[src/lcdseq_pkg.sv]
// Shared types, codes and constant tables for the character LCD nibble sequencer.
package lcdseq_pkg;

    // Request codes
    localparam logic [2:0] OP_INIT  = 3'd0;
    localparam logic [2:0] OP_CLEAR = 3'd1;
    localparam logic [2:0] OP_DATA  = 3'd2;
    localparam logic [2:0] OP_CMD   = 3'd3;
    localparam logic [2:0] OP_POS   = 3'd4;

    localparam logic [7:0]  CLEAR_BYTE    = 8'h01;
    localparam logic [7:0]  POS_FLAG      = 8'h80;
    localparam logic [12:0] BASE_WAIT_US  = 13'd50;
    localparam logic [12:0] CLEAR_WAIT_US = 13'd1550;
    localparam logic [17:0] POWER_UP_US   = 18'd150000;
    localparam int unsigned INIT_STROBES  = 16;
    localparam int unsigned IDX_W         = $clog2(INIT_STROBES);

    localparam logic [7:0] ROW_OFFSET [4] = '{8'h00, 8'h40, 8'h14, 8'h54};

    // Power-up run: 3,3,3,2 then bytes 28, 0C, 01, 06, 02, 80
    localparam logic [3:0] INIT_NIBBLE [INIT_STROBES] = '{
        4'h3, 4'h3, 4'h3, 4'h2,
        4'h2, 4'h8, 4'h0, 4'hC, 4'h0, 4'h1,
        4'h0, 4'h6, 4'h0, 4'h2, 4'h8, 4'h0
    };

    localparam logic [12:0] INIT_WAIT_US [INIT_STROBES] = '{
        13'd4550, 13'd4550, 13'd250, 13'd1050,
        13'd50, 13'd50, 13'd50, 13'd1050, 13'd50, 13'd2050,
        13'd50, 13'd1050, 13'd50, 13'd50, 13'd50, 13'd2050
    };

    typedef struct packed {
        logic [2:0] opcode;
        logic [7:0] data_byte;
        logic [7:0] column;
        logic [1:0] row;
    } req_t;

    typedef struct packed {
        logic [3:0]  nibble;
        logic        reg_select;
        logic [17:0] wait_before_us;
        logic [12:0] wait_after_us;
        logic        last;
    } strobe_t;

    typedef enum logic {
        ST_IDLE,
        ST_RUN
    } state_t;

    // Controller to datapath
    typedef struct packed {
        logic load;
        logic emit;
    } dp_cmd_t;

    // Datapath to controller
    typedef struct packed {
        logic out_free;
        logic strobe_last;
    } dp_status_t;

endpackage

[src/lcdseq_datapath.sv]
// Request registers, strobe counter, strobe generation and output register.
module lcdseq_datapath (
    input  logic                 aclk,
    input  logic                 aresetn,
    input  lcdseq_pkg::req_t     s_data,
    input  lcdseq_pkg::dp_cmd_t  cmd,
    output lcdseq_pkg::dp_status_t status,
    output logic                 m_valid,
    input  logic                 m_ready,
    output lcdseq_pkg::strobe_t  m_data
);

    logic [2:0]                   op_reg, op_next;
    logic [7:0]                   byte_reg, byte_next;
    logic                         rs_reg, rs_next;
    logic [lcdseq_pkg::IDX_W-1:0] idx_reg, idx_next;
    logic                         m_valid_reg, m_valid_next;
    lcdseq_pkg::strobe_t          m_data_reg, m_data_next;
    lcdseq_pkg::strobe_t          cur_strobe;
    logic [8:0]                   pos_sum;

    // Request registers and strobe counter; byte to send for a request other than initialize
    always_comb begin
        pos_sum = {1'b0, lcdseq_pkg::ROW_OFFSET[s_data.row]} + {1'b0, s_data.column};
        op_next   = op_reg;
        byte_next = byte_reg;
        rs_next   = rs_reg;
        idx_next  = idx_reg;
        if (cmd.load) begin
            op_next  = s_data.opcode;
            rs_next  = (s_data.opcode == lcdseq_pkg::OP_DATA);
            idx_next = '0;
            case (s_data.opcode)
                lcdseq_pkg::OP_CLEAR: byte_next = lcdseq_pkg::CLEAR_BYTE;
                lcdseq_pkg::OP_POS:   byte_next = pos_sum[7:0] | lcdseq_pkg::POS_FLAG;
                default:              byte_next = s_data.data_byte;
            endcase
        end else if (cmd.emit) begin
            idx_next = idx_reg + 1'b1;
        end
    end

    // Strobe for the current position in the run
    always_comb begin
        cur_strobe = '0;
        if (op_reg == lcdseq_pkg::OP_INIT) begin
            cur_strobe.nibble         = lcdseq_pkg::INIT_NIBBLE[idx_reg];
            cur_strobe.reg_select     = 1'b0;
            cur_strobe.wait_before_us = (idx_reg == '0) ? lcdseq_pkg::POWER_UP_US : '0;
            cur_strobe.wait_after_us  = lcdseq_pkg::INIT_WAIT_US[idx_reg];
            cur_strobe.last           = (idx_reg == lcdseq_pkg::IDX_W'(lcdseq_pkg::INIT_STROBES - 1));
        end else begin
            cur_strobe.nibble         = idx_reg[0] ? byte_reg[3:0] : byte_reg[7:4];
            cur_strobe.reg_select     = rs_reg;
            cur_strobe.wait_before_us = '0;
            if (idx_reg[0] && op_reg == lcdseq_pkg::OP_CLEAR) begin
                cur_strobe.wait_after_us = lcdseq_pkg::CLEAR_WAIT_US;
            end else begin
                cur_strobe.wait_after_us = lcdseq_pkg::BASE_WAIT_US;
            end
            cur_strobe.last           = idx_reg[0];
        end
    end

    // Output register: load on emit, drop valid once taken
    always_comb begin
        m_valid_next = m_valid_reg;
        m_data_next  = m_data_reg;
        if (cmd.emit) begin
            m_valid_next = 1'b1;
            m_data_next  = cur_strobe;
        end else if (m_ready) begin
            m_valid_next = 1'b0;
        end
    end

    always_ff @(posedge aclk) begin
        if (!aresetn) begin
            m_valid_reg <= 1'b0;
        end else begin
            m_valid_reg <= m_valid_next;
        end
        op_reg     <= op_next;
        byte_reg   <= byte_next;
        rs_reg     <= rs_next;
        idx_reg    <= idx_next;
        m_data_reg <= m_data_next;
    end

    assign status.out_free    = !m_valid_reg || m_ready;
    assign status.strobe_last = cur_strobe.last;
    assign m_valid            = m_valid_reg;
    assign m_data             = m_data_reg;

endmodule

[src/lcdseq_ctrl.sv]
// Controller state machine: accept a request, then step through its strobes.
module lcdseq_ctrl (
    input  logic                   aclk,
    input  logic                   aresetn,
    input  logic                   s_valid,
    output logic                   s_ready,
    input  logic [2:0]             opcode,
    input  lcdseq_pkg::dp_status_t status,
    output lcdseq_pkg::dp_cmd_t    cmd
);

    lcdseq_pkg::state_t state_reg, state_next;
    logic               op_known;

    assign op_known = (opcode <= lcdseq_pkg::OP_POS);

    // Next state
    always_comb begin
        state_next = state_reg;
        unique case (state_reg)
            lcdseq_pkg::ST_IDLE: begin
                if (s_valid && op_known) begin
                    state_next = lcdseq_pkg::ST_RUN;
                end
            end
            lcdseq_pkg::ST_RUN: begin
                if (status.out_free && status.strobe_last) begin
                    state_next = lcdseq_pkg::ST_IDLE;
                end
            end
            default: state_next = lcdseq_pkg::ST_IDLE;
        endcase
    end

    // Outputs
    always_comb begin
        s_ready  = 1'b0;
        cmd.load = 1'b0;
        cmd.emit = 1'b0;
        unique case (state_reg)
            lcdseq_pkg::ST_IDLE: begin
                s_ready  = 1'b1;
                cmd.load = s_valid && op_known;
            end
            lcdseq_pkg::ST_RUN: begin
                cmd.emit = status.out_free;
            end
            default: ;
        endcase
    end

    always_ff @(posedge aclk) begin
        if (!aresetn) begin
            state_reg <= lcdseq_pkg::ST_IDLE;
        end else begin
            state_reg <= state_next;
        end
    end

endmodule

[src/char_lcd_nibble_command_sequencer.sv]
// Top level of the character LCD 4-bit request sequencer.
//
// The input channel (s_valid/s_ready/s_data) takes one request item: initialise,
// clear, write data byte, write command byte or set cursor position. The result
// channel (m_valid/m_ready/m_data) gives one item per enable strobe: the nibble,
// register select, waits before and after in microseconds, and a last marker.
// A byte goes out as two strobes, high nibble first; initialise gives sixteen.
// Undefined request codes are taken and dropped with no result.
// The request is captured in the request registers, and the first strobe is then
// loaded into the output register once that register is free. The strobe counter
// advances whenever the output register is empty or its strobe is being taken;
// the controller handles one request at a time.
// s_ready is high only while the controller is idle, which includes the time
// the final strobe of the previous request still waits in the output register.
// When the receiver stalls, hold the strobe in the output register and stop the
// counter until it is taken. Reset (aresetn low, synchronous) returns the
// controller to idle and empties the output register; no clearing pass is needed.
module char_lcd_nibble_command_sequencer (
    input  logic                aclk,
    input  logic                aresetn,
    input  logic                s_valid,
    output logic                s_ready,
    input  lcdseq_pkg::req_t    s_data,
    output logic                m_valid,
    input  logic                m_ready,
    output lcdseq_pkg::strobe_t m_data
);

    lcdseq_pkg::dp_cmd_t    cmd;
    lcdseq_pkg::dp_status_t status;

    // Sequence control: request acceptance and strobe stepping
    lcdseq_ctrl u_ctrl (
        .aclk    (aclk),
        .aresetn (aresetn),
        .s_valid (s_valid),
        .s_ready (s_ready),
        .opcode  (s_data.opcode),
        .status  (status),
        .cmd     (cmd)
    );

    // Request registers, strobe table lookup and output register
    lcdseq_datapath u_datapath (
        .aclk    (aclk),
        .aresetn (aresetn),
        .s_data  (s_data),
        .cmd     (cmd),
        .status  (status),
        .m_valid (m_valid),
        .m_ready (m_ready),
        .m_data  (m_data)
    );

endmodule
[config.mk]
export PLATFORM = sky130hd
export DESIGN_NAME = char_lcd_nibble_command_sequencer
export DESIGN_NICKNAME = d
export VERILOG_FILES = /design/src/lcdseq_pkg.sv /design/src/lcdseq_datapath.sv /design/src/lcdseq_ctrl.sv /design/src/char_lcd_nibble_command_sequencer.sv
export SDC_FILE = /design/constraint.sdc
export NUM_CORES = 1
export LEC_CHECK = 0
export ABC_CLOCK_PERIOD_IN_PS = 4350
export BUFFER_PORTS_ARGS = -buffer_cell sky130_fd_sc_hd__clkbuf_2
export CAP_MARGIN = 30
export CORE_AREA = 2 2 74 58
export DETAILED_ROUTE_END_ITERATION = 10
export DIE_AREA = 0 0 76 60
export PLACE_DENSITY = 0.94
export SYNTH_ARGS = -nofsm -noshare
export SYNTH_HDL_FRONTEND = slang
export SYNTH_HIERARCHICAL = 1
export SYNTH_SLANG_ARGS = --single-unit
[constraint.sdc]
create_clock -name aclk -period 4.35 [get_ports aclk]
set_clock_uncertainty 0.15 [all_clocks]
set_input_delay 0.435 -clock aclk [delete_from_list [all_inputs] [get_ports aclk]]
set_output_delay 0.435 -clock aclk [all_outputs]
set_load 0.05 [all_outputs]
Yosys cells after proc, flatten, opt, wreduce, memory -nomap -nowiden. Memory sizes are Yosys's and may differ from the RTL's. Index checks and enable logic that the tools add are counted.

Memories kept: 2. Memory bits (read-only): 272. Bits in registers: 55. Word-level logic and storage cells: 54.

Mux-type cells: 20. $lt $le $gt $ge: 3. Reduce and logical (&&, ||, !) cells: 8. $add $sub $neg: 2. Bitwise gates (word level): 3. Equal/unequal tests: 5.

Memories: (name not given) (depth 16, width 13, rd ports 1, clocked after Yosys merged registers in 0, wr ports 0, RTL line lcdseq_datapath.sv:50) `cur_strobe.wait_after_us = lcdseq_pkg::INIT_WAIT_US[idx_reg];`; (name not given) (depth 16, width 4, rd ports 1, clocked after Yosys merged registers in 0, wr ports 0, RTL line lcdseq_datapath.sv:47) `cur_strobe.nibble = lcdseq_pkg::INIT_NIBBLE[idx_reg];`.

Operators with widths (count): 37-bit 2-to-1 mux (1); 13-bit 2-to-1 mux (2); 18-bit 2-to-1 mux (1); 8-bit binary-select mux with 2-bit select (1); 8-bit case mux with 2 select lines (1); 7-bit 2-to-1 mux (2); 4-bit 2-to-1 mux (3); 11-bit 2-to-1 mux (1); 7-bit adder (1); 1-bit 2-to-1 mux (7); 3-bit by 1-bit equality test with 1-bit output, second input constant (2); 5-bit >= comparator, second input constant (1); 4-bit NOT with 5-bit output (1); 4-bit by 1-bit adder with 4-bit output, second input constant (1); 4-bit equality test, second input constant (1); 4-bit zero test (1); 3-bit by 2-bit equality test with 1-bit output, second input constant (1); 3-bit equality test, second input constant (1); 3-bit >= comparator, second input constant (1); 3-bit <= comparator, second input constant (1); 1-bit logical AND (3); 3-bit zero test (1); 2-bit NOT with 3-bit output (1); 1-bit case mux with 2 select lines (1); 4 further kinds (4).

Logic depth before layout (Yosys ltp).
Depth in word-level cells: 8. Depth in mapped cells: 7. Gate-level depth less buffers: 6.

Hierarchy. The synthesis kept the hierarchy.

Modules (own cells, without submodules): lcdseq_datapath (instances 1, area an instance 1966.9 um2, cells an instance 189, sequential area each 940.9 um2); lcdseq_ctrl (instances 1, area an instance 65.1 um2, cells an instance 8, sequential area each 20.0 um2).

Least setup slack after synthesis. OpenSTA, ideal clock, no wires.

Path kind: flip-flop to flip-flop. Start: reg u_datapath.m_valid_reg (netlist: u_datapath/m_valid). End: reg u_datapath/idx_reg[3] in the netlist's numbering. Clock period less this slack: 1.827 ns. Arrival: 1.540 ns. Slack: 2.523 ns. Data required time: 4.063 ns. Cell stages (with the launch flop): 7. Library setup time: 0.137 ns. Cell sequence: dfxtp_1 > nand2b_1 > and2_2 > clkbuf_1 > nand4_1 > xor2_1 > nor2_1.

RTL lines: start: declaration (RTL line lcdseq_datapath.sv:17) `logic m_valid_reg, m_valid_next;`; start signal: assignment (RTL line lcdseq_datapath.sv:81) `m_valid_reg <= m_valid_next;`; end signal: assignment (RTL line lcdseq_datapath.sv:86) `idx_reg <= idx_next;`; end: declaration (RTL line lcdseq_datapath.sv:16) `logic [lcdseq_pkg::IDX_W-1:0] idx_reg, idx_next;`.

==> impl_metrics.env <==
export IMPL_post_cts_buffers=0
export IMPL_setup_violations=0
export IMPL_final_cells=291
export IMPL_synth_area_per_cell_um2=10.3
export IMPL_clk_latency_ps=280
export IMPL_port_buffers=50
export IMPL_antenna_found_initial=0
export IMPL_grt_pass1_wl_um=5840
export IMPL_wl_um=3470
export IMPL_placedInstanceArea_mm2=0.00217
export IMPL_num_io_pins=64
export IMPL_yosysSeqAreaShare_pct=47.3
export IMPL_syn_inst=197
export IMPL_fin_crit_ps=2080
export IMPL_synth_edff_count=28
export IMPL_cts_buffers=5
export IMPL_grt_pass1_vias=1381
export IMPL_netlist_area_mm2=0.00203
export IMPL_rsz0062_at_grt="false"
export IMPL_globalRouteTotalUtil_pct=16.6
export IMPL_slew_viol_final=0
export IMPL_drt_pass1_iterations=4
export IMPL_place_gp_congestion=0.835
export IMPL_finalCritPeriodShare_pct=47.9
export IMPL_powerDensity_mw_per_mm2=452
export IMPL_grt_ovfl_total=0
export IMPL_antenna_left=0
export IMPL_worst_pin_slew_ps=693
export IMPL_leakagePower_nw=0.965
export IMPL_layout_common_cells="clkbuf_2 (50), edfxtp_1 (28), o21ai_0 (16)"
export IMPL_num_nets_final=272
export IMPL_clkSinkCount=34
export IMPL_ctsResizeCount=0
export IMPL_ys_types=40
export IMPL_place_ws_ps=2290
export IMPL_cp_end_kind="flip-flop"
export IMPL_root_buffer="clkbuf_8"
export IMPL_dp_hpwl_um=2530
export IMPL_vias_per_cell=5.06
export IMPL_placedCellCount=283
export IMPL_rows=20
export IMPL_final_cell_area_mm2=0.00226
export IMPL_cp_data_required_time_ps=4210
export IMPL_drive_above_1_share_pct=26.7
export IMPL_hp_class="input port to flip-flop"
export IMPL_crit_fanout=17
export IMPL_hold_violations=0
export IMPL_largest_reg_flops=16
export IMPL_clockBufferDepth=2
export IMPL_status="finished clean"
export IMPL_fmax_ghz=0.480
export IMPL_worstPathArrival_ps=1940
export IMPL_drc=0
export IMPL_vias=1472
export IMPL_critPathKind="flip-flop to flip-flop"
export IMPL_start_kind="flip-flop"
export IMPL_fin_tns_setup_ps=0
export IMPL_synth_ff_type="edfxtp_1"
export IMPL_drv_cap=0
export IMPL_maxSlewHeadroom_pct=53.8
export IMPL_yosysTopAreaCellShare_pct=41.4
export IMPL_cts_max_level=2
export IMPL_drtIter0Drc=82
export IMPL_async_flop_share_pct=0
export IMPL_ys_ff_latch=34
export IMPL_cts_tree="built"
export IMPL_clk_pin_slew_ps=60
export IMPL_ys_warn_count=6
export IMPL_yosys_area_top_type="edfxtp_1"
export IMPL_die_area_mm2=0.00456
export IMPL_postCtsHoldBufs=0
export IMPL_die_h_um=60
export IMPL_layout_commonest_cell="clkbuf_2"
export IMPL_n_antenna_cell=0
export IMPL_whs_ps=259
export IMPL_synth_area_leaders="edfxtp_1 (41%), buf_4 (9.2%), ha_1 (7.4%)"
export IMPL_peakVddDrop_uv=264
export IMPL_start_util_pct=52.4
export IMPL_wire_per_inst_um=11.9
export IMPL_core_region_area_mm2=0.00388
export IMPL_timing_final_ws_setup_ps=2270
export IMPL_grt_max_degree=22
export IMPL_synthToLayoutAreaGrowth_pct=11.3
export IMPL_fp_dieW_um=76
cell usage after synthesis, types with 2 or more instances:
master and n:
ha_1 12, nand2_1 14, inv_1 10, nand3_1 2
edfxtp_1 28, buf_4 25, buf_6 2, nand2b_1 3
nor2_1 11, mux2i_1 6, and3_1 3, dfxtp_1 6
xnor2_1 2, o211ai_1 3, a21boi_0 2, o21ai_0 16
o21ai_1 4, nor2b_1 7, a211oi_1 2, xor2_1 4
a21oi_1 12, nor3_1 2, conb_1 2, nand4_1 3
path summary, 6_finish.rpt:
path / startpoint / endpoint / slack (ps) / depth (start not counted)
max: u_datapath/idx_reg[0] / u_datapath/m_data[33] / 2270 / 5
min: aresetn / u_datapath/m_valid / 260 / 2
max reg2reg: u_datapath/idx_reg[0] / u_datapath/m_data[33] / 2270 / 5
min reg2reg: u_datapath/m_valid / u_datapath/m_valid / 390 / 2
where the power goes:
part           total [W]  internal (W)  leakage, nW  switching [W]
Sequential      0.000453      0.000405        0.312      0.0000482
Clock           0.000231      0.000127       0.0482       0.000104
Combinational   0.000338     0.0000968        0.606       0.000242
Total            0.00102      0.000629        0.965       0.000394
metal layers:
layer / up-vias / global-route usage [%] / wire length [um]
met5: - / 0 / 0
met4: 0 / 7.01 / 23
met3: 4 / 5.44 / 261
met2: 67 / 29.0 / 1650
met1: 670 / 19.5 / 1540
li1: 731 / - / -
area by class of cell:
| cell class | instances | area (um^2) |
|---|---|---|
| fillers | 338 | 1620 |
| flip-flops and latches | 34 | 961 |
| multi-input cells | 134 | 852 |
| repair buffers | 50 | 250 |
| clock buffers | 7 | 86.3 |
| well taps | 55 | 68.8 |
| inverters | 10 | 37.5 |
| clock inverters | 1 | 5.00 |
critical path: stages, from the launching register on:
cell     delay, ps
dfxtp_1        740
ha_1           390
inv_1          100
ha_1           180
o21ai_0        160
a21oi_1         90
through the flow:
step	utilization [%]	total power [W]
2_1_floorplan	-	0.000746
6_report	58.3	0.00102
3_3_place_gp	55.9	0.000783
4_1_cts	58.3	0.00103
5_1_grt	58.3	0.00108
3_5_place_dp	55.9	0.000796
logic make-up after synthesis:
logic type | after synthesis | share of synthesized area (%)
buffers and inverters | 39 | 12.6
XOR/XNOR | 6 | 2.59
flip-flops | 34 | 47.3
AND/OR/NAND/NOR | 53 | 13.9
other | 2 | 0.370
AO/OA/AOI/OAI | 45 | 12.9
multiplexers | 6 | 2.96
adder cells (fa/ha/maj) | 12 | 7.39
(Power assumes the default switching activity.)
